===== config.mk =====
export PLATFORM = sky130hd
export DESIGN_NAME = pfdf_front
export DESIGN_NICKNAME = d
export VERILOG_FILES = /design/src/sv/pfdf_pkg.sv /design/src/sv/pfdf_front.sv
export SDC_FILE = /design/constraint.sdc
export NUM_CORES = 2
export LEC_CHECK = 0
export BUFFER_PORTS_ARGS = -buffer_cell sky130_fd_sc_hd__buf_2
export CAP_MARGIN = 40
export CELL_PAD_IN_SITES_DETAIL_PLACEMENT = 1
export CELL_PAD_IN_SITES_GLOBAL_PLACEMENT = 2
export CORE_UTILIZATION = 25
export DETAILED_ROUTE_END_ITERATION = 6
export PLACE_DENSITY_LB_ADDON = 0.1
export REMOVE_ABC_BUFFERS = 1
export SETUP_SLACK_MARGIN = 0.5
export SYNTH_ARGS = -nofsm -noshare
export SYNTH_HDL_FRONTEND = slang
export SYNTH_SLANG_ARGS = --single-unit

===== constraint.sdc =====
create_clock -name clk -period 8.8 [get_ports clk]
set_input_delay 1.32 -clock clk [delete_from_list [all_inputs] [get_ports clk]]
set_output_delay 1.32 -clock clk [all_outputs]
set_load 0.05 [all_outputs]

===== src/sv/pfdf_pkg.sv =====
// ----------------------------------------------------------------------------
// pfdf_pkg: shared types and constants of the driving force unit
// Field widths, configuration register indexes and the CORDIC angle table.
// ----------------------------------------------------------------------------
package pfdf_pkg;

  localparam int PHI_W      = 24;
  localparam int TEMP_W     = 32;
  localparam int FORCE_W    = 32;
  localparam int ALPHA_W    = 24;
  localparam int GAMMA_W    = 32;
  localparam int CFG_IDX_W  = 2;
  localparam int CFG_DATA_W = 32;
  localparam int VEC_W      = 31;
  localparam int CORDIC_W   = 34;
  localparam int ANGLE_SLOTS = 32;

  localparam logic [ALPHA_W-1:0] RESET_COUPLING = 24'd58982;
  localparam logic [GAMMA_W-1:0] RESET_GAIN     = 32'd655360;
  localparam logic [TEMP_W-1:0]  RESET_EQ_TEMP  = 32'd65536;

  typedef enum logic [CFG_IDX_W-1:0] {
    CFG_COUPLING = 2'd0,
    CFG_GAIN     = 2'd1,
    CFG_EQ_TEMP  = 2'd2
  } cfg_index_t;

  // Entry i is round(2^32 * atan(2^-i) / pi).
  localparam logic [31:0] ANGLE_TABLE [ANGLE_SLOTS] = '{
    32'd1073741824, 32'd633866811, 32'd334917815, 32'd170009512,
    32'd85334662,   32'd42708931,  32'd21359677,  32'd10680490,
    32'd5340327,    32'd2670173,   32'd1335088,   32'd667544,
    32'd333772,     32'd166886,    32'd83443,     32'd41722,
    32'd20861,      32'd10430,     32'd5215,      32'd2608,
    32'd1304,       32'd652,       32'd326,       32'd163,
    32'd81,         32'd41,        32'd20,        32'd10,
    32'd5,          32'd3,         32'd1,         32'd1
  };

  typedef struct packed {
    logic signed [PHI_W-1:0] phi;
    logic                    neg;
    logic                    zero;
  } side_t;

endpackage


===== src/sv/pfdf_front.sv =====
// ----------------------------------------------------------------------------
// pfdf_front: undercooling, gain product and CORDIC vector set-up
// Five stages: difference, split product, product sum, shift search, shift.
// ----------------------------------------------------------------------------
module pfdf_front (
  input  logic                                clk,
  input  logic                                rst,
  input  logic                                en,
  input  logic                                in_valid,
  input  logic signed [pfdf_pkg::PHI_W-1:0]   phase_value,
  input  logic signed [pfdf_pkg::TEMP_W-1:0]  temperature,
  input  logic [pfdf_pkg::GAMMA_W-1:0]        gain,
  input  logic signed [pfdf_pkg::TEMP_W-1:0]  eq_temp,
  output logic                                out_valid,
  output logic [pfdf_pkg::VEC_W-1:0]          x_out,
  output logic [pfdf_pkg::VEC_W-1:0]          y_out,
  output pfdf_pkg::side_t                     side_out
);

  logic signed [32:0] diff;
  logic [32:0]        diff_mag;
  logic [47:0]        prod_lo;
  logic [48:0]        prod_hi;
  logic [63:0]        prod_sum;
  logic [5:0]         shift_next;
  logic [63:0]        x_wide;

  logic v1, v2, v3, v4;
  logic signed [pfdf_pkg::PHI_W-1:0] phi1, phi2, phi3, phi4;
  logic neg1, neg2, neg3, neg4;
  logic [32:0] dmag1;
  logic [47:0] lo2;
  logic [48:0] hi2;
  logic [63:0] p3, p4;
  logic [5:0]  shift4;
  logic        zero4;

  assign diff     = 33'(eq_temp) - 33'(temperature);
  assign diff_mag = diff[32] ? 33'(-diff) : 33'(diff);
  assign prod_lo  = 48'(gain) * 48'(dmag1[15:0]);
  assign prod_hi  = 49'(gain) * 49'(dmag1[32:16]);
  assign prod_sum = {hi2[47:0], 16'b0} + {16'b0, lo2};

  always_comb begin
    shift_next = 6'd3;
    for (int b = 0; b < 32; b++) begin
      if (p3[32 + b]) begin
        shift_next = 6'(b + 3);
      end
    end
  end

  assign x_wide = (64'd1 << 32) >> shift4;

  always_ff @(posedge clk) begin
    if (rst) begin
      v1 <= 1'b0;
      v2 <= 1'b0;
      v3 <= 1'b0;
      v4 <= 1'b0;
      out_valid <= 1'b0;
    end else if (en) begin
      v1 <= in_valid;
      v2 <= v1;
      v3 <= v2;
      v4 <= v3;
      out_valid <= v4;
    end
  end

  always_ff @(posedge clk) begin
    if (en) begin
      phi1   <= phase_value;
      neg1   <= diff[32];
      dmag1  <= diff_mag;
      phi2   <= phi1;
      neg2   <= neg1;
      lo2    <= prod_lo;
      hi2    <= prod_hi;
      phi3   <= phi2;
      neg3   <= neg2;
      p3     <= prod_sum;
      phi4   <= phi3;
      neg4   <= neg3;
      p4     <= p3;
      shift4 <= shift_next;
      zero4  <= (p3 == 64'd0);
      x_out  <= x_wide[pfdf_pkg::VEC_W-1:0];
      y_out  <= pfdf_pkg::VEC_W'(p4 >> shift4);
      side_out.phi  <= phi4;
      side_out.neg  <= neg4;
      side_out.zero <= zero4;
    end
  end

endmodule


* Word level (Yosys, flattened, before mapping) *
Index checks and enable logic that the tools add are counted.

cells by class
  multiplexer cells = 31
  shift-type cells = 2
  $add $sub $neg = 3
  reductions and logical operators = 2
  $mul = 2

operators by type and width
  cell                                                                  count
  6-bit two-way mux                                                     27
  64-bit by 48-bit adder with 64-bit output                             1
  64-bit logical NOT                                                    1
  64-bit by 6-bit >> shifter with 31-bit output                         1
  32-bit by 16-bit multiplier with 48-bit output                        1
  32-bit by 17-bit multiplier with 48-bit output                        1
  33-bit negation                                                       1
  33-bit by 6-bit >> shifter with 31-bit output (first input constant)  1
  32-bit by 32-bit subtractor with 33-bit output                        1
  32-bit two-way mux                                                    1
  2-bit two-way mux                                                     2
  3-bit two-way mux                                                     1
  3-bit OR reduction                                                    1

word-level totals
  bits of input ports = 124
  output and inout port bits = 89
  flip-flop bits (word level) = 457
  word-level logic and storage cells = 67

* Longest topological paths before layout *
  depth in word-level cells = 30
  depth in mapped cells = 27
  gate-level depth less buffers = 25

* Least setup slack after synthesis *
Ideal clock, no wire load.

  kind = input to register
  start point = input gain[11] in the netlist's numbering
  end point = register hi2[44], data pin
  buffers on the path = 1
  stages on the path = 22
  data arrival time = 7.236 ns
  setup time = 0.265 ns
  required time = 8.535 ns
  path slack = 1.299 ns
  cells stage by stage = clkbuf_1 > nand2_1 > fa_1 > fa_1 > fa_1 > inv_1 > fa_1 > fa_1 > inv_1 > fa_1 > inv_1 > ha_1 > a211o_1 > or3_1 > o21ai_1 > o21ai_0 > a21oi_1 > o31a_1 > o21ai_0 > o41ai_1 > o21ai_0 > xor2_1

on the way
  longest elaborated chain between the ends = 1

RTL lines
  item                                            RTL line          text
  start, declared                                 pfdf_front.sv:12  input logic [pfdf_pkg::GAMMA_W-1:0] gain,
  32-bit by 17-bit multiplier with 48-bit output  pfdf_front.sv:41  assign prod_hi = 49'(gain) * 49'(dmag1[32:16]);
  via prod_hi[44]                                 pfdf_front.sv:23  logic [48:0] prod_hi;
  end signal, assigned                            pfdf_front.sv:79  hi2 <= prod_hi;
  end, declared                                   pfdf_front.sv:33  logic [48:0] hi2;

The timed path passes the listed nets, and every way through them passes these cells.
A chain may end at the register's enable or synchronous reset.

* Final worst setup path *
  start point = input gain[13] in the netlist's numbering
  end point = register lo2[47], data pin

on the way
  longest elaborated chain between the ends = 1

RTL lines
  item                                            RTL line          text
  32-bit by 16-bit multiplier with 48-bit output  pfdf_front.sv:40  assign prod_lo = 48'(gain) * 48'(dmag1[15:0]);
  via prod_lo[47]                                 pfdf_front.sv:22  logic [47:0] prod_lo;
  end signal, assigned                            pfdf_front.sv:78  lo2 <= prod_lo;
  end, declared                                   pfdf_front.sv:32  logic [47:0] lo2;

The timed path passes the listed nets, and every way through them passes these cells.

==> flow_metrics.tcl <==
set metrics [dict create \
    drt_first_pass_iters 5 \
    wl_per_cell_um 20.7 \
    layout_min_cycle_time_ps 7820 \
    syn_area_mm2 0.0553 \
    crit_type "in2reg" \
    critPathLaunch "gain[13]" \
    yosys.area.top_type "fa_1" \
    core_mm2 0.220 \
    fp-row-count 172 \
    r2r_end "lo2[47]" \
    ys_ff_latch 457 \
    fin_skew_ps 55.9 \
    io_buffers 212 \
    crit_path_start_kind "primary input" \
    met2_length_um 88100 \
    fill_cells 24900 \
    worstReg2RegStart "dmag1[1]" \
    drc_errors 0 \
    r2r_setup_slack_ps 1230 \
    timing.setup.tns_ps 0 \
    clk_path_buf_depth 3 \
    ctsResizeCount 0 \
    seqCellArea_mm2 0.0137 \
    drv_cap 0 \
    cp-end-kind "flip-flop" \
    synth-edff-count 452 \
    initial_core_util 0.252 \
    synthTopCellsByArea "fa_1, edfxtp_1, inv_1" \
    synth_top_family_by_area "adder cells" \
    synth_async_sr_flop_share 0 \
    ctsHoldBuffers 0 \
    antenna_found_initial 4 \
    yosysTopAreaCellShare 0.314 \
    hpwl_um 148000 \
    ys_types 91 \
    antenna_cells 0 \
    synthMuxAreaShare 0.0344 \
    fmax_mhz 128 \
    grtUsageTotal 0.163 \
    cts-root-buf "clkbuf_16" \
    critPathSlowestCell "fa_1" \
    rsz0062_at_grt "false" \
    min_path_cells 0 \
    reg2reg_depth 23 \
    synth.avg_cell_area_um2 9.99 \
    crit_path_max_fanout 18 \
    worstPathRequired_ps 9220 \
    cts_tree "yes" \
    clk_pin_slew_worst_paths_ps 60 \
    htree_levels 2 \
    drv_slew 0 \
    ys.flop_type "edfxtp_1" \
    yosysWarnings 0 \
    hold_class "reg2reg" \
    path_buf_inv 5 \
    fp.dieW_um 472 \
    fin_crit_sh 0.888 \
    cts_buffers 54 \
    grt.overflow.total 0 \
    final_nets 6992 \
    setup_viol 0 \
    cts_sinks 457 \
    die_area_mm2 0.223 \
    areaGrowthSynthToFinish_pct 12.8 \
    cpPeakStageDelay_ps 550 \
    dr_total_vias 38100 \
    drive_above_1_share 0.0986 \
    first_iter_violations 1392 \
    wl_met3_um 4730 \
    met1_length_um 84800 \
    yosys.area_share.simple 0.144 \
    grt_start_max_net_pins 98 \
    die_h_um 472 \
    synthAdderAreaFrac 0.383 \
    clk_latency_ps 700 \
    synth_compound_area_frac 0.0731 \
    grt_first_pass_wirelength_um 276000 \
    cts_setup_buffers 0 \
    worst_pin_slew_ps 900 \
    yosys-top-cells-count "inv_1, fa_1, nand2_1, edfxtp_1, and2_1" \
    hold_end "phi2[0]" \
    multi_input_area_mm2 0.0367 \
    slew_headroom 0.400 \
    hp-start "phi1[0]" \
    place_congestion 0.784 \
    crit_chain "buf_2 -> nand2_1 -> fa_1 -> fa_1 -> fa_1 -> inv_1 -> fa_1 -> fa_1 -> inv_1 -> fa_1 -> inv_1 -> ha_1 -> buf_4 -> a21oi_1 -> o21ai_0 -> a211oi_1 -> o41ai_2 -> a211o_1 -> a21o_1 -> a221oi_2 -> o21a_1 -> o21ai_0 -> a21oi_1 -> xnor2_1" \
    grt_pass1_vias 43500 \
    synth_cells 5532 \
    finalWirelength_um 180000 \
    synth.most_common_cell "inv_1" \
    via_per_inst 4.38 \
    path_depth 24 \
    yosysSeqAreaShare 0.247 \
    crit_top_cell "fa_1" \
    cp_top_family "adder cells" \
    ios 213 \
    ant_nets 0 \
    arrival_ps 8240 \
    synthXorXnorAreaFrac 0.0290 \
    status "finished clean" \
    hold_viol 0 \
    routed.top_layer "met5" \
]
==> worst reg2reg max path, delay by kind of cell (launching register included) <==
family                   cells  cell delay, ps
XOR/XNOR                     1              80
buffers and inverters        4             540
flip-flops                   1             650
AO/OA/AOI/OAI               10            2350
AND/OR/NAND/NOR              1             270
adder cells (fa/ha/maj)      7            3440
==> registers in the layout (all words and copies together) (netlist names), 24 cells and up <==
name	flops
dmag1	33
p3	64
lo2	48
x_out	31
phi2	24
y_out	31
phi1	24
hi2	48
phi3	24
side_out	26
phi4	24
p4	64
==> per-layer routing <==
metal	vias to the layer above	track usage
li1	17700	-
met1	19800	0.220
met2	433	0.286
met3	111	0.0155
met4	2	0.0254
met5	-	0
==> cell type report <==
cell class                 instances  share of cell area
clock buffer                      69              0.0226
clock inverter                    30             0.00450
inverter                        1045              0.0629
multi-input combinational       3759               0.588
sequential                       457               0.219
tap                             2958              0.0594
timing repair buffer             379              0.0433
==> kinds of logic after synthesis <==
kind of cell,count (synthesis)
multiplexers,118
XOR/XNOR,183
adder cells (fa/ha/maj),1172
buffers and inverters,1316
AO/OA/AOI/OAI,614
flip-flops,457
AND/OR/NAND/NOR,1672
==> cell usage in the layout (no fill, tap or decap), types with 25 or more instances in the layout <==
cell type,count
inv_1,1043
fa_1,868
nand2_1,836
edfxtp_1,452
and2_1,428
ha_1,304
buf_2,213
a21oi_1,189
nor2_1,167
buf_4,142
xnor2_1,125
a21o_1,112
o21ai_0,91
xor2_1,58
mux4_2,56
clkbuf_16,54
nand3_1,48
mux2i_1,47
nor3_1,32
a31oi_1,32
nor2b_1,31
a211oi_1,31
nand2b_1,29
o21a_1,25
==> worst max-delay path by stage <==
stage / to
after floorplan: hi2[44]
after global placement: lo2[47]
after detailed placement: lo2[47]
after CTS: lo2[47]
after global routing: lo2[47]
final: lo2[47]
==> stage by stage <==
step	hold slack (ps)	area, um2	std cells	worst slack [ps]	util
detailed placement	405	60700	8598	210	0.276
floorplan	400	54300	5261	1520	-
global placement	401	60300	8582	303	0.274
CTS	412	62300	8697	970	0.284
finish	408	62300	8697	984	0.284
global route	422	62300	8697	640	0.284
Power is not shown: default switching activity piles up to over one toggle a cycle in this logic, so the estimate is an artifact.
